--- src/hdl/pooled_linked_list_manager_assert.svh ---
// Assertion macros for the pooled linked list manager.
// Each macro expects signals named clk and rst in the scope where it is used.
`ifndef POOLED_LINKED_LIST_MANAGER_ASSERT_SVH
`define POOLED_LINKED_LIST_MANAGER_ASSERT_SVH

// Property that must hold at every clock edge outside reset.
`define PLLM_ASSERT(label, prop, msg) \
  label: assert property (@(posedge clk) disable iff (rst) (prop)) else $error(msg);

// Antecedent in one cycle implies the consequent in the next.
`define PLLM_ASSERT_NEXT(label, ante, cons, msg) \
  label: assert property (@(posedge clk) disable iff (rst) (ante) |=> (cons)) \
    else $error(msg);

`endif

--- src/hdl/pllm_pkg.sv ---
// Shared constants and types for the pooled linked list manager.
// No dependencies; used by pllm_step and the top level.
package pllm_pkg;

  localparam int POOL_NODES_DEF = 64;
  localparam int VALUE_W        = 32;

  // Request opcodes
  localparam logic [1:0] OP_INS_AFTER = 2'd0;
  localparam logic [1:0] OP_DEL_AFTER = 2'd1;
  localparam logic [1:0] OP_APPEND    = 2'd2;
  localparam logic [1:0] OP_DEL_TAIL  = 2'd3;

  // Result status codes
  localparam logic [1:0] ST_OK    = 2'd0;
  localparam logic [1:0] ST_FULL  = 2'd1;
  localparam logic [1:0] ST_EMPTY = 2'd2;
  localparam logic [1:0] ST_NOSUC = 2'd3;

  // Status of one link step
  typedef struct packed {
    logic is_nil;  // normalized link is the end marker
    logic more;    // walk continues: link not nil and step budget left
  } step_flags_t;

endpackage

--- src/hdl/pllm_ram.sv ---
// Generic single-write, single-read RAM with registered read data.
// No dependencies.
module pllm_ram #(
  parameter int WIDTH = 32,
  parameter int DEPTH = 64
) (
  input  logic                     clk,
  input  logic                     we,
  input  logic [$clog2(DEPTH)-1:0] waddr,
  input  logic [WIDTH-1:0]         wdata,
  input  logic [$clog2(DEPTH)-1:0] raddr,
  output logic [WIDTH-1:0]         rdata
);

  logic [WIDTH-1:0] mem [DEPTH];

  always_ff @(posedge clk) begin
    if (we) begin
      mem[waddr] <= wdata;
    end
    rdata <= mem[raddr];
  end

endmodule

--- src/hdl/pllm_step.sv ---
// Shared link step unit: normalizes a link word read from the link RAM,
// checks for the end marker and advances the walk step count. Uses pllm_pkg.
module pllm_step #(
  parameter int POOL_NODES = pllm_pkg::POOL_NODES_DEF
) (
  input  logic [$clog2(POOL_NODES+1)-1:0] link_word,
  input  logic [$clog2(POOL_NODES+1)-1:0] steps,
  output logic [$clog2(POOL_NODES+1)-1:0] ptr,
  output logic [$clog2(POOL_NODES+1)-1:0] steps_inc,
  output pllm_pkg::step_flags_t           flags
);

  localparam int PTR_W = $clog2(POOL_NODES+1);
  localparam logic [PTR_W-1:0] NIL = PTR_W'(POOL_NODES);

  always_comb begin
    // any out-of-pool link counts as the end marker
    ptr          = (link_word < NIL) ? link_word : NIL;
    flags.is_nil = (ptr == NIL);
    flags.more   = !flags.is_nil && (steps < NIL);
    steps_inc    = steps + PTR_W'(1);
  end

endmodule

--- src/hdl/pooled_linked_list_manager.sv ---
// Pooled singly linked list with free list: one list and a free list of nodes
// kept in a link RAM and a value RAM. Uses pllm_pkg, pllm_ram, pllm_step.
//
// Usage:
//   A request (opcode, at_head, pred_index, item_value) is transferred at a
//   rising edge with start high and busy low. Exactly one result (status,
//   node_index, node_value, list_head, free_head) follows, valid for the one
//   cycle in which done is high; the receiver cannot stall it. busy is low
//   in that same cycle, so the next request may be transferred then.
//   Append and delete tail walk the list from the head, one link RAM read per
//   walk step, over 1 to POOL_NODES links.
//   Reset: head is empty, the free list holds all nodes in order. After rst
//   drops, busy stays high during a clearing pass that writes the initial
//   links and sets every value to -1.
`include "pooled_linked_list_manager_assert.svh"

module pooled_linked_list_manager #(
  parameter int POOL_NODES = pllm_pkg::POOL_NODES_DEF
) (
  input  logic                                 clk,
  input  logic                                 rst,
  input  logic                                 start,
  output logic                                 busy,
  input  logic [1:0]                           opcode,
  input  logic                                 at_head,
  input  logic [$clog2(POOL_NODES)-1:0]        pred_index,
  input  logic signed [pllm_pkg::VALUE_W-1:0]  item_value,
  output logic                                 done,
  output logic [1:0]                           status,
  output logic [$clog2(POOL_NODES)-1:0]        node_index,
  output logic signed [pllm_pkg::VALUE_W-1:0]  node_value,
  output logic [$clog2(POOL_NODES+1)-1:0]      list_head,
  output logic [$clog2(POOL_NODES+1)-1:0]      free_head
);

  localparam int IDX_W = $clog2(POOL_NODES);
  localparam int PTR_W = $clog2(POOL_NODES+1);
  localparam int VAL_W = pllm_pkg::VALUE_W;
  localparam logic [PTR_W-1:0] NIL  = PTR_W'(POOL_NODES);
  localparam logic [IDX_W-1:0] LAST = IDX_W'(POOL_NODES-1);

  typedef enum logic [11:0] {
    S_CLEAR      = 12'b0000_0000_0001,
    S_IDLE       = 12'b0000_0000_0010,
    S_DISP       = 12'b0000_0000_0100,
    S_FREE_RD    = 12'b0000_0000_1000,
    S_INS_PRED   = 12'b0000_0001_0000,
    S_INS_LINK   = 12'b0000_0010_0000,
    S_PRED_RD    = 12'b0000_0100_0000,
    S_DEL_RD     = 12'b0000_1000_0000,
    S_GIVE       = 12'b0001_0000_0000,
    S_CUT        = 12'b0010_0000_0000,
    S_WALK_START = 12'b0100_0000_0000,
    S_WALK       = 12'b1000_0000_0000
  } state_t;

  state_t state, state_next;

  logic [PTR_W-1:0] head_ptr, head_next;
  logic [PTR_W-1:0] free_ptr, free_next;
  logic [IDX_W-1:0] clr_idx, clr_next;
  logic [IDX_W-1:0] n_idx, n_next;
  logic [IDX_W-1:0] prev, prev_next;
  logic [PTR_W-1:0] pprev, pprev_next;
  logic [PTR_W-1:0] steps, steps_next;
  logic [VAL_W-1:0] val_reg, val_next;

  logic [1:0]       req_op;
  logic             req_at_head;
  logic [IDX_W-1:0] req_pred;
  logic [VAL_W-1:0] req_item;

  logic             done_next;
  logic [1:0]       res_status, res_status_next;
  logic [IDX_W-1:0] res_node, res_node_next;
  logic [VAL_W-1:0] res_val, res_val_next;
  logic [PTR_W-1:0] res_head, res_head_next;
  logic [PTR_W-1:0] res_free, res_free_next;

  logic             finish;
  logic [1:0]       fin_status;
  logic [IDX_W-1:0] fin_node;
  logic [VAL_W-1:0] fin_val;
  logic             bad_pred;

  // RAM ports
  logic [IDX_W-1:0] rd_addr;
  logic             link_we;
  logic [IDX_W-1:0] link_waddr;
  logic [PTR_W-1:0] link_wdata;
  logic [PTR_W-1:0] link_rdata;
  logic             val_we;
  logic [IDX_W-1:0] val_waddr;
  logic [VAL_W-1:0] val_wdata;
  logic [VAL_W-1:0] val_rdata;

  // step unit
  logic [PTR_W-1:0]      step_ptr;
  logic [PTR_W-1:0]      step_inc;
  pllm_pkg::step_flags_t step_flags;

  pllm_ram #(.WIDTH(PTR_W), .DEPTH(POOL_NODES)) u_link_ram (
    .clk   (clk),
    .we    (link_we),
    .waddr (link_waddr),
    .wdata (link_wdata),
    .raddr (rd_addr),
    .rdata (link_rdata)
  );

  pllm_ram #(.WIDTH(VAL_W), .DEPTH(POOL_NODES)) u_value_ram (
    .clk   (clk),
    .we    (val_we),
    .waddr (val_waddr),
    .wdata (val_wdata),
    .raddr (rd_addr),
    .rdata (val_rdata)
  );

  pllm_step #(.POOL_NODES(POOL_NODES)) u_step (
    .link_word (link_rdata),
    .steps     (steps),
    .ptr       (step_ptr),
    .steps_inc (step_inc),
    .flags     (step_flags)
  );

  assign busy = (state != S_IDLE);

  always_comb begin
    state_next = state;
    head_next  = head_ptr;
    free_next  = free_ptr;
    clr_next   = clr_idx;
    n_next     = n_idx;
    prev_next  = prev;
    pprev_next = pprev;
    steps_next = steps;
    val_next   = val_reg;
    rd_addr    = '0;
    link_we    = 1'b0;
    link_waddr = '0;
    link_wdata = '0;
    val_we     = 1'b0;
    val_waddr  = '0;
    val_wdata  = '0;
    finish     = 1'b0;
    fin_status = pllm_pkg::ST_OK;
    fin_node   = '0;
    fin_val    = '0;
    bad_pred   = ((req_op == pllm_pkg::OP_INS_AFTER) || (req_op == pllm_pkg::OP_DEL_AFTER))
                 && !req_at_head && (PTR_W'(req_pred) >= NIL);

    case (state)
      S_CLEAR: begin
        link_we    = 1'b1;
        link_waddr = clr_idx;
        link_wdata = PTR_W'(clr_idx) + PTR_W'(1);
        val_we     = 1'b1;
        val_waddr  = clr_idx;
        val_wdata  = '1;
        if (clr_idx == LAST) begin
          state_next = S_IDLE;
        end else begin
          clr_next = clr_idx + IDX_W'(1);
        end
      end

      S_IDLE: begin
        if (start) begin
          state_next = S_DISP;
        end
      end

      S_DISP: begin
        if (bad_pred) begin
          finish     = 1'b1;
          fin_status = pllm_pkg::ST_NOSUC;
        end else begin
          case (req_op)
            pllm_pkg::OP_INS_AFTER, pllm_pkg::OP_APPEND: begin
              if (free_ptr == NIL) begin
                finish     = 1'b1;
                fin_status = pllm_pkg::ST_FULL;
              end else begin
                n_next     = free_ptr[IDX_W-1:0];
                rd_addr    = free_ptr[IDX_W-1:0];
                state_next = S_FREE_RD;
              end
            end
            pllm_pkg::OP_DEL_AFTER: begin
              if (head_ptr == NIL) begin
                finish     = 1'b1;
                fin_status = pllm_pkg::ST_EMPTY;
              end else if (req_at_head) begin
                n_next     = head_ptr[IDX_W-1:0];
                rd_addr    = head_ptr[IDX_W-1:0];
                state_next = S_DEL_RD;
              end else begin
                rd_addr    = req_pred;
                state_next = S_PRED_RD;
              end
            end
            default: begin
              // delete tail
              if (head_ptr == NIL) begin
                finish     = 1'b1;
                fin_status = pllm_pkg::ST_EMPTY;
              end else begin
                state_next = S_WALK_START;
              end
            end
          endcase
        end
      end

      S_FREE_RD: begin
        // unlink the allocated node from the free list
        free_next = step_ptr;
        val_we    = 1'b1;
        val_waddr = n_idx;
        val_wdata = req_item;
        if (req_op == pllm_pkg::OP_APPEND) begin
          link_we    = 1'b1;
          link_waddr = n_idx;
          link_wdata = NIL;
          if (head_ptr == NIL) begin
            head_next = PTR_W'(n_idx);
            finish    = 1'b1;
            fin_node  = n_idx;
            fin_val   = req_item;
          end else begin
            state_next = S_WALK_START;
          end
        end else if (req_at_head) begin
          link_we    = 1'b1;
          link_waddr = n_idx;
          link_wdata = head_ptr;
          head_next  = PTR_W'(n_idx);
          finish     = 1'b1;
          fin_node   = n_idx;
          fin_val    = req_item;
        end else begin
          rd_addr    = req_pred;
          state_next = S_INS_PRED;
        end
      end

      S_INS_PRED: begin
        link_we    = 1'b1;
        link_waddr = n_idx;
        link_wdata = step_ptr;
        state_next = S_INS_LINK;
      end

      S_INS_LINK: begin
        link_we    = 1'b1;
        link_waddr = req_pred;
        link_wdata = PTR_W'(n_idx);
        finish     = 1'b1;
        fin_node   = n_idx;
        fin_val    = req_item;
      end

      S_PRED_RD: begin
        if (step_flags.is_nil) begin
          finish     = 1'b1;
          fin_status = pllm_pkg::ST_NOSUC;
        end else begin
          n_next     = step_ptr[IDX_W-1:0];
          rd_addr    = step_ptr[IDX_W-1:0];
          state_next = S_DEL_RD;
        end
      end

      S_DEL_RD: begin
        val_next = val_rdata;
        if (req_at_head) begin
          head_next  = step_ptr;
          link_we    = 1'b1;
          link_waddr = n_idx;
          link_wdata = free_ptr;
          val_we     = 1'b1;
          val_waddr  = n_idx;
          val_wdata  = '1;
          free_next  = PTR_W'(n_idx);
          finish     = 1'b1;
          fin_node   = n_idx;
          fin_val    = val_rdata;
        end else begin
          // bypass the removed node
          link_we    = 1'b1;
          link_waddr = req_pred;
          link_wdata = step_ptr;
          state_next = S_GIVE;
        end
      end

      S_GIVE: begin
        link_we    = 1'b1;
        link_waddr = n_idx;
        link_wdata = free_ptr;
        val_we     = 1'b1;
        val_waddr  = n_idx;
        val_wdata  = '1;
        free_next  = PTR_W'(n_idx);
        if ((req_op == pllm_pkg::OP_DEL_TAIL) && (pprev != NIL)) begin
          state_next = S_CUT;
        end else begin
          if (req_op == pllm_pkg::OP_DEL_TAIL) begin
            head_next = NIL;
          end
          finish   = 1'b1;
          fin_node = n_idx;
          fin_val  = val_reg;
        end
      end

      S_CUT: begin
        link_we    = 1'b1;
        link_waddr = pprev[IDX_W-1:0];
        link_wdata = NIL;
        finish     = 1'b1;
        fin_node   = n_idx;
        fin_val    = val_reg;
      end

      S_WALK_START: begin
        rd_addr    = head_ptr[IDX_W-1:0];
        prev_next  = head_ptr[IDX_W-1:0];
        pprev_next = NIL;
        steps_next = PTR_W'(1);
        state_next = S_WALK;
      end

      S_WALK: begin
        // link and value RAMs now hold the entries of prev
        if (step_flags.more) begin
          pprev_next = PTR_W'(prev);
          prev_next  = step_ptr[IDX_W-1:0];
          steps_next = step_inc;
          rd_addr    = step_ptr[IDX_W-1:0];
        end else if (req_op == pllm_pkg::OP_APPEND) begin
          link_we    = 1'b1;
          link_waddr = prev;
          link_wdata = PTR_W'(n_idx);
          finish     = 1'b1;
          fin_node   = n_idx;
          fin_val    = req_item;
        end else begin
          n_next     = prev;
          val_next   = val_rdata;
          state_next = S_GIVE;
        end
      end

      default: begin
        state_next = S_IDLE;
      end
    endcase

    if (finish) begin
      state_next = S_IDLE;
    end
    done_next       = finish;
    res_status_next = fin_status;
    res_node_next   = fin_node;
    res_val_next    = fin_val;
    res_head_next   = head_next;
    res_free_next   = free_next;
  end

  always_ff @(posedge clk) begin
    if (rst) begin
      state    <= S_CLEAR;
      head_ptr <= NIL;
      free_ptr <= '0;
      clr_idx  <= '0;
      done     <= 1'b0;
    end else begin
      state    <= state_next;
      head_ptr <= head_next;
      free_ptr <= free_next;
      clr_idx  <= clr_next;
      done     <= done_next;
    end
  end

  always_ff @(posedge clk) begin
    n_idx   <= n_next;
    prev    <= prev_next;
    pprev   <= pprev_next;
    steps   <= steps_next;
    val_reg <= val_next;
    if (start && !busy) begin
      req_op      <= opcode;
      req_at_head <= at_head;
      req_pred    <= pred_index;
      req_item    <= $unsigned(item_value);
    end
    if (done_next) begin
      res_status <= res_status_next;
      res_node   <= res_node_next;
      res_val    <= res_val_next;
      res_head   <= res_head_next;
      res_free   <= res_free_next;
    end
  end

  assign status     = res_status;
  assign node_index = res_node;
  assign node_value = $signed(res_val);
  assign list_head  = res_head;
  assign free_head  = res_free;

  `PLLM_ASSERT_NEXT(a_accept_busy, start && !busy, busy, "accepted request did not raise busy")
  `PLLM_ASSERT(a_done_idle, !done || !busy, "result strobe while still busy")
  `PLLM_ASSERT(a_ptr_range, (head_ptr <= NIL) && (free_ptr <= NIL), "list pointer out of range")
  `PLLM_ASSERT(a_fail_zero, !done || (status == pllm_pkg::ST_OK) || ((node_index == '0) && (node_value == '0)), "failed request reports a node")
  `PLLM_ASSERT(a_walk_budget, (state != S_WALK) || ((steps != '0) && (steps <= NIL)), "walk step count out of range")

endmodule
--- config.mk ---
export PLATFORM = sky130hd
export DESIGN_NAME = pooled_linked_list_manager
export DESIGN_NICKNAME = d
export VERILOG_FILES = /design/src/hdl/pllm_pkg.sv /design/src/hdl/pllm_ram.sv /design/src/hdl/pllm_step.sv /design/src/hdl/pooled_linked_list_manager.sv
export VERILOG_INCLUDE_DIRS = /design/src /design/src/hdl
export SDC_FILE = /design/constraint.sdc
export NUM_CORES = 2
export LEC_CHECK = 0
export BUFFER_PORTS_ARGS = -buffer_cell sky130_fd_sc_hd__buf_2
export CAP_MARGIN = 20
export CORE_ASPECT_RATIO = 0.5
export CORE_UTILIZATION = 62
export CTS_BUF_LIST = sky130_fd_sc_hd__clkbuf_8 sky130_fd_sc_hd__clkbuf_16
export CTS_CLUSTER_SIZE = 16
export DETAILED_ROUTE_END_ITERATION = 8
export PLACE_DENSITY_LB_ADDON = 0.1
export SYNTH_ARGS = -nofsm -noshare
export SYNTH_HDL_FRONTEND = slang
export SYNTH_SLANG_ARGS = --single-unit
--- constraint.sdc ---
create_clock -name clk -period 5.4 [get_ports clk]
set_input_delay 0.27 -clock clk [delete_from_list [all_inputs] [get_ports clk]]
set_output_delay 0.27 -clock clk [all_outputs]
set_load 0.01 [all_outputs]
## After elaboration in Yosys (flattened, before gate mapping)

Memory sizes are Yosys's and may differ from the RTL's. A register that Yosys moved wholly into a read port is not among the register bits.
Index checks and enable logic that the tools add are counted.

| storage, ports and cells | value |
|---|---|
| register bits | 186 |
| RAM bits | 2496 |
| logic and storage cells | 200 |
| memories kept | 2 |

Memories:

| memory | depth | bits a word | rd ports | clocked after Yosys merged registers in | write ports | line | RTL |
|---|---|---|---|---|---|---|---|
| u_value_ram.mem | 64 | 32 | 1 | 1 | 1 | pllm_ram.sv:15 | `logic [WIDTH-1:0] mem [DEPTH];` |
| u_link_ram.mem | 64 | 7 | 1 | 1 | 1 | pllm_ram.sv:15 |  |

| operators by class | value |
|---|---|
| $add $sub $neg | 3 |
| order comparisons | 2 |
| equality and inequality tests | 45 |
| multiplexer cells | 103 |
| bitwise logic cells | 2 |
| reductions and logical operators | 23 |

Operators with widths:

| operator | count |
|---|---|
| $mux 32 | 10 |
| $pmux 32 s6 | 1 |
| $mux 6 | 26 |
| $mux 12 | 12 |
| $pmux 12 s11 | 1 |
| $pmux 32 s3 | 1 |
| $mux 7 | 13 |
| $pmux 32 s2 | 1 |
| $pmux 6 s5 | 2 |
| $pmux 7 s8 | 1 |
| $pmux 6 s7 | 1 |
| $pmux 7 s3 | 2 |
| $pmux 6 s2 | 3 |
| $pmux 6 s3 | 2 |
| $ne 3x3->1 const B | 11 |
| $pmux 7 s2 | 2 |
| $pmux 12 s2 | 1 |
| $reduce_and 11->1 | 2 |
| $eq 7x7->1 const B | 3 |
| $ne 2x2->1 const B | 8 |
| $mux 1 | 15 |
| $lt 7x7->1 const B | 2 |
| $eq 12x1->1 const B | 1 |
| $eq 12x10->1 const B | 1 |
| 39 further kinds | 56 |

## Logic depth before layout (Yosys ltp)

| logic depth | value |
|---|---|
| word-level depth | 9 |
| gate-level depth with buffers | 17 |
| gate-level depth less buffers | 9 |

## By module

From an unflattened synthesis, not the netlist that was laid out.

| unflattened totals | value |
|---|---|
| cell total of the unflattened synthesis | 4930 |
| area, all modules | 104920.6 um2 |

By module, submodules not included:

| module | instances | cells an instance | area each (um2) | seq. area each (um2) |
|---|---|---|---|---|
| pllm_ram at u_value_ram | 1 | 3324 | 78515.3 | 62139.6 |
| pllm_ram at u_link_ram | 1 | 837 | 17673.2 | 13593.0 |
| pooled_linked_list_manager | 1 | 747 | 8583.2 | 5255.0 |
| pllm_step | 1 | 22 | 148.9 | 0.0 |

## Worst setup path before layout

No wires, ideal clock.

| path | value |
|---|---|
| kind | register -> register |
| start | register state[4] |
| end | register val_reg[0], enable pin |
| arrival time | 4.339 ns |
| data required time | 4.930 ns |
| slack | 0.591 ns |
| stages on the path, launching flop included | 9 |
| buffers on the path | 4 |
| path through | dfxtp_1 > buf_6 > or4_4 > buf_6 > nor3_4 > clkbuf_1 > inv_1 > clkbuf_1 > o31ai_1 |

| on the way | value |
|---|---|
| longest elaborated chain between the ends | 3 |
| elaborated cells on any way between the ends | 6 |

Ends and longest elaborated chain:

| item | line | RTL |
|---|---|---|
| start: declaration | pooled_linked_list_manager.sv:57 | `state_t state, state_next;` |
| start signal: assignment | pooled_linked_list_manager.sv:381 | `state <= state_next;` |
| $eq 12x12->1 / $eq 12x8->1 (equally long branches) | pooled_linked_list_manager.sv:154 | `case (state)` |
| $ne 2x2->1 (no source line) / $reduce_bool 2->1 (equally long branches) | - |  |
| $reduce_and 3->1 (no source line) * | - |  |
| end signal: assignment | pooled_linked_list_manager.sv:394 | `val_reg <= val_next;` |
| end: declaration | pooled_linked_list_manager.sv:66 | `logic [VAL_W-1:0] val_reg, val_next;` |

Mark *: on every way between the ends. The rest lies on a longest branch, timed or not.
A chain may end at the register's enable or synchronous reset.

## Worst setup path in the final report

| path | value |
|---|---|
| start | register state[4] |
| end | register u_value_ram.rdata[15], read port of u_value_ram.mem |

| on the way | value |
|---|---|
| longest elaborated chain between the ends | 2 |
| elaborated cells on any way between the ends | 6 |

Ends and longest elaborated chain:

| item | line | RTL |
|---|---|---|
| $eq 12x12->1 (tied with other cells) | pooled_linked_list_manager.sv:154 |  |
| $pmux 6 s5 * | pooled_linked_list_manager.sv:154 |  |
| end: declaration | pllm_ram.sv:12 | `output logic [WIDTH-1:0] rdata` |

Marked as above.

==> results.txt <==
The via count of the first global-routing pass is about 62k. The final count of negative-setup-slack endpoints is 0. Hold timing on the final database bottoms out at a slack of 0.07991 ns.

The arrival time at the worst endpoint came out at 5.98 ns. The number of levels in the clock H-tree is 4. The compound-gate portion of the synthesized area came out at 6.148%. The initial core utilization came out at 62.56%.

Counting every instance in the synthesized netlist gives between 6k and 7k. The number of antenna violations at the first check in global routing came out at 23. The number of clock sinks seen by CTS is 2721.

Among all flip-flop cells after synthesis, the most frequent one is sky130_fd_sc_hd__edfxtp_1. The mapped netlist covers 106800 um2. The tree is rooted in a sky130_fd_sc_hd__clkbuf_16. The buffer and inverter count on the worst path is 2. The routability-driven placement congestion ratio came out at between 0.9 and 1. The worst hold path belongs to the class input port to flop.

The number of enable-type register cells in the synthesized netlist is about 2.6k. The clock-pin transition on the worst setup and hold timing paths came out at 0.07 ns. Power spread over the standard cell area amounts to 399.4 nW/um2. The worst setup path is launched from a flop. The average wire per cell in the routed design is 35.50 um. The post-layout worst setup margin is 0.1863 ns. The wire-length estimate of the detail-placed layout is 197900 um.

The number of pins exceeding their max-slew limit in the final report is 0. The register bit count reported by yosys is 2721. The actual transition at the worst max-transition pin is 1.180 ns. The filler cell count in the final layout came out at 10.75k. The x dimension of the die is just under 600 um. The cell taking the most area after synthesis is sky130_fd_sc_hd__edfxtp_1. Summing all multi-input logic gate instances after layout gives 24370 um2. In this run the deepest clock path goes through 4 buffers. The highest clock rate came out at 191.8 MHz. The number of DRC markers in iteration 0 came out at 11.10k. The multiplexer area fraction after synthesis is 6.994%. The count of distinct cell types in the synthesized netlist is 85. After synthesis, the mean cell area works out to 16.47 um2. The final clock period utilization by the worst path is 96.55%. The total global-route track usage came out at 37.82%. The total I/O pin count came out at 100.

The post-detailed-route via-to-cell ratio came out at around 7. In the final layout, the share of cells above drive strength 1 is 17.80%. The critical path is of the flop to flop type. The critical path starts at state[4]$_SDFFE_PP0P_.

The worst ir drop on vdd came out at roughly 0.35 mV. The number of clock buffers inserted by TritonCTS came out at 226. The number of optimization iterations in the first detailed-route pass came out at 9. The cell with the biggest individual delay on the critical path is sky130_fd_sc_hd__nor4_4. Of all nets on the critical path, the largest fanout is 27. The headroom to the max-slew limit came out at between 20% and 30%.

Compared with the post-synthesis result, the final layout area differs by 12.60%. The final reports fail on DRC. Counting I/O delays and the setup requirement, the final critical path takes about 5.2 ns. The largest registers in the layout are u_value_ram.mem x2048, u_link_ram.mem x448.

The net count of the finished layout is 6838. The die covers 174000 um2. The share of the Yosys chip area taken by registers is ~76%. Setup repair after global routing left no endpoint under its margin. The number of routed nets with antenna violations came out at 0. The parity-gate share of the synthesized area counting xor and xnor cells is less than 1%. The number of max-capacitance violations reported came out at 0. Setup slack on the worst reg-to-reg path comes out at 0.19 ns. The net count of the mapped netlist came out at 6530.

The count of warnings emitted by yosys came out at 0. After routing, the total negative slack on setup checks comes to 0 ns. The area fraction in and, or, nand and nor cells after synthesis is 8.833%. After synthesis, the largest family of logic cells by area is simple AND/OR/NAND/NOR gates. The worst register-to-register path ends at u_value_ram.rdata[15]$_DFF_P_. The adder and majority cell fraction of the synthesized area came out at 0.02344%. By area the synthesized netlist is led by sky130_fd_sc_hd__edfxtp_1 (74%), sky130_fd_sc_hd__mux4_2 (6.4%), sky130_fd_sc_hd__nand2_1 (3.7%). For this run, asynchronously set or reset flops after synthesis account for 0%.

The critical path's largest stage delay came out at 0.90 ns. The post-placement worst setup slack is 0.2458 ns. The critical path required time is 6.17 ns.

Following the worst setup path forward leads to its endpoint at u_value_ram.rdata[15]$_DFF_P_. The placeable core region came out at roughly 170000 um2. Ranked by flip-flop count, first place goes to u_value_ram.mem. The register with the most flip-flops in the layout has 2048 of them.

TritonCTS built the clock tree. The DRC violation count after routing came out at 4. Walking the worst path, the cells encountered are nor4_4 > nand3_1 > nor2_1 > a221oi_4 > buf_12 > buf_4 > mux4_2 > a22oi_1 > nand4_1 > or3_1.

Global routing finished with a remaining overflow of 0. The total via count in the routed design came out at ~66k. Summing all flip-flop and latch instances after layout gives just over 80000 um2. The later-pin clock latency in the skew report is 0.91 ns. The number of endpoints with negative hold slack in the final report came out at 0. The area fraction of the dominant cell type after synthesis is 74.50%.

The worst reg2reg path depth is 10. The kind of cell adding the most delay to the critical path is simple AND/OR/NAND/NOR gates. The sum of routed wire length over all layers is 329000 um. The worst setup path is captured at a flop. The launching point of the worst reg2reg path is state[4]$_SDFFE_PP0P_.

Entering global routing, the biggest net connects 99 pins. The reported leakage power is 39.27 nW. The number of rows created at floorplan came out at 107. The port buffer count is a little under 100. The number of logic stages on the critical path including buffering is 10. The die outline height came out at 295.5 um. The setup skew after layout is 0.07737 ns. The global-route wire length before repair is 460100 um. The run finished, with violations left.
==> metal layers <==
| metal | vias to the layer above | routed length, um | GRT usage, % |
|---|---|---|---|
| met5 | - | 62 | 0 |
| li1 | 26270 | - | - |
| met3 | 733 | 49730 | 11.77 |
| met2 | 5230 | 143200 | 54.91 |
| met4 | 10 | 13270 | 13.42 |
| met1 | 33390 | 122800 | 54.80 |
==> cell type report <==
type | instances | area share [%]
Sequential cell | 2721 | 67.36
Clock inverter | 164 | 0.8221
Timing Repair Buffer | 503 | 4.072
Multi-Input combinational cell | 3294 | 20.27
Tap cell | 2289 | 2.382
Antenna cell | 10 | 0.02081
Inverter | 46 | 0.1436
Clock buffer | 242 | 4.925
==> metrics by stage <==
step | std cells | total power (W) | area, um2 | util (%)
2_1_floorplan | 6484 | 0.02940 | 106800 | -
3_3_place_gp | 8808 | 0.03223 | 112900 | 66.11
3_5_place_dp | 8810 | 0.03250 | 112900 | 66.12
4_1_cts | 9259 | 0.04791 | 120200 | 70.42
5_1_grt | 9260 | 0.04900 | 120200 | 70.42
6_report | 9269 | 0.04802 | 120200 | 70.44
==> cell families (layout without fill, tap and decap cells) <==
kind of cell | after synthesis | count (layout)
buf+inv | 469 | 955
simple gates | 2033 | 2033
xor+xnor | 13 | 13
flops | 2721 | 2721
mux | 366 | 366
other cells | 0 | 10
fa+ha+maj | 2 | 2
compound gates | 880 | 880
==> synth_stat cells (6+ instances only) <==
cell / instances
sky130_fd_sc_hd__nor2_1: 206
sky130_fd_sc_hd__or2_2: 8
sky130_fd_sc_hd__o21a_1: 36
sky130_fd_sc_hd__buf_1: 28
sky130_fd_sc_hd__a22o_1: 43
sky130_fd_sc_hd__nor4b_1: 8
sky130_fd_sc_hd__nand3_1: 293
sky130_fd_sc_hd__nor4_1: 12
sky130_fd_sc_hd__a222oi_1: 34
sky130_fd_sc_hd__a22oi_1: 129
sky130_fd_sc_hd__o22ai_1: 6
sky130_fd_sc_hd__nand2b_1: 15
sky130_fd_sc_hd__a32o_1: 24
sky130_fd_sc_hd__a32oi_1: 25
sky130_fd_sc_hd__edfxtp_1: 2649
sky130_fd_sc_hd__xnor2_1: 6
sky130_fd_sc_hd__a21oi_1: 43
sky130_fd_sc_hd__a31oi_1: 206
sky130_fd_sc_hd__a211oi_1: 156
sky130_fd_sc_hd__nor2b_1: 23
sky130_fd_sc_hd__clkbuf_1: 221
sky130_fd_sc_hd__and2_1: 19
sky130_fd_sc_hd__a221o_1: 12
sky130_fd_sc_hd__dfxtp_1: 72
sky130_fd_sc_hd__nor4_4: 6
sky130_fd_sc_hd__a2111oi_0: 13
sky130_fd_sc_hd__buf_4: 19
sky130_fd_sc_hd__mux4_2: 304
sky130_fd_sc_hd__xor2_1: 7
sky130_fd_sc_hd__buf_2: 129
sky130_fd_sc_hd__nand2_1: 1048
sky130_fd_sc_hd__or3_1: 17
sky130_fd_sc_hd__a221oi_1: 49
sky130_fd_sc_hd__nand4_1: 43
sky130_fd_sc_hd__o21ai_0: 44
sky130_fd_sc_hd__inv_1: 46
sky130_fd_sc_hd__buf_6: 26
sky130_fd_sc_hd__mux2i_1: 61
sky130_fd_sc_hd__o211ai_1: 15
sky130_fd_sc_hd__and3_1: 266
sky130_fd_sc_hd__a21o_1: 6
sky130_fd_sc_hd__nor3_1: 27
==> worst min path at each step <==
stage | slack (ns) | startpoint | cells after the start | endpoint
final | 0.08 | item_value[15] | 2 | req_item[15]$_DFFE_PP_
after global placement | 0.43 | u_value_ram.rdata[7]$_DFF_P_ | 0 | val_reg[7]$_DFFE_PP_
after global routing | 0.06 | item_value[9] | 2 | req_item[9]$_DFFE_PP_
after detailed placement | 0.44 | u_value_ram.rdata[7]$_DFF_P_ | 0 | val_reg[7]$_DFFE_PP_
after floorplan | 0.34 | rst | 1 | free_ptr[0]$_SDFF_PP0_
after CTS | 0.03 | item_value[6] | 2 | req_item[6]$_DFFE_PP_
==> report_power, final <==
group,switching (W),internal (W),total [W]
combinational,0.00434,0.000943,0.00528
clock,0.00743,0.00837,0.0158
sequential,0.000554,0.0264,0.0270
total,0.0123,0.0357,0.0480
==> layout by cell type (no fill, tap or decap), drive strengths merged, types with 25 or more instances in the layout <==
| cell | Yosys | routed |
|---|---|---|
| a211oi | 157 | 157 |
| a21oi | 43 | 43 |
| a221oi | 54 | 54 |
| a222oi | 34 | 34 |
| a22o | 43 | 43 |
| a22oi | 129 | 129 |
| a31oi | 206 | 206 |
| a32o | 25 | 25 |
| a32oi | 25 | 25 |
| and3 | 266 | 266 |
| buf | 202 | 460 |
| clkbuf | 221 | 242 |
| clkinv | 0 | 92 |
| dfxtp | 72 | 72 |
| dlygate4sd3 | 0 | 43 |
| edfxtp | 2649 | 2649 |
| inv | 46 | 105 |
| mux2i | 61 | 61 |
| mux4 | 304 | 304 |
| nand2 | 1049 | 1049 |
| nand3 | 293 | 293 |
| nand4 | 43 | 43 |
| nor2 | 208 | 208 |
| nor3 | 30 | 30 |
| o21a | 36 | 36 |
| o21ai | 46 | 46 |
==> repair_timing <==
item                                   4_1_cts  5_1_grt
hold buffers                                43        0
resized for setup                            0        0
endpoints found under the hold margin       63        0
setup buffers                                0        0
==> worst reg2reg max path, stage by stage (launching register included) <==
cell and delay, ns:
sky130_fd_sc_hd__dfxtp_1 0.42, sky130_fd_sc_hd__nor4_4 0.90, sky130_fd_sc_hd__nand3_1 0.44, sky130_fd_sc_hd__nor2_1 0.66, sky130_fd_sc_hd__a221oi_4 0.36, sky130_fd_sc_hd__buf_12 0.30, sky130_fd_sc_hd__buf_4 0.37, sky130_fd_sc_hd__mux4_2 0.50
sky130_fd_sc_hd__a22oi_1 0.23, sky130_fd_sc_hd__nand4_1 0.46, sky130_fd_sc_hd__or3_1 0.49
No activity file was read; power rests on OpenSTA's default activity.
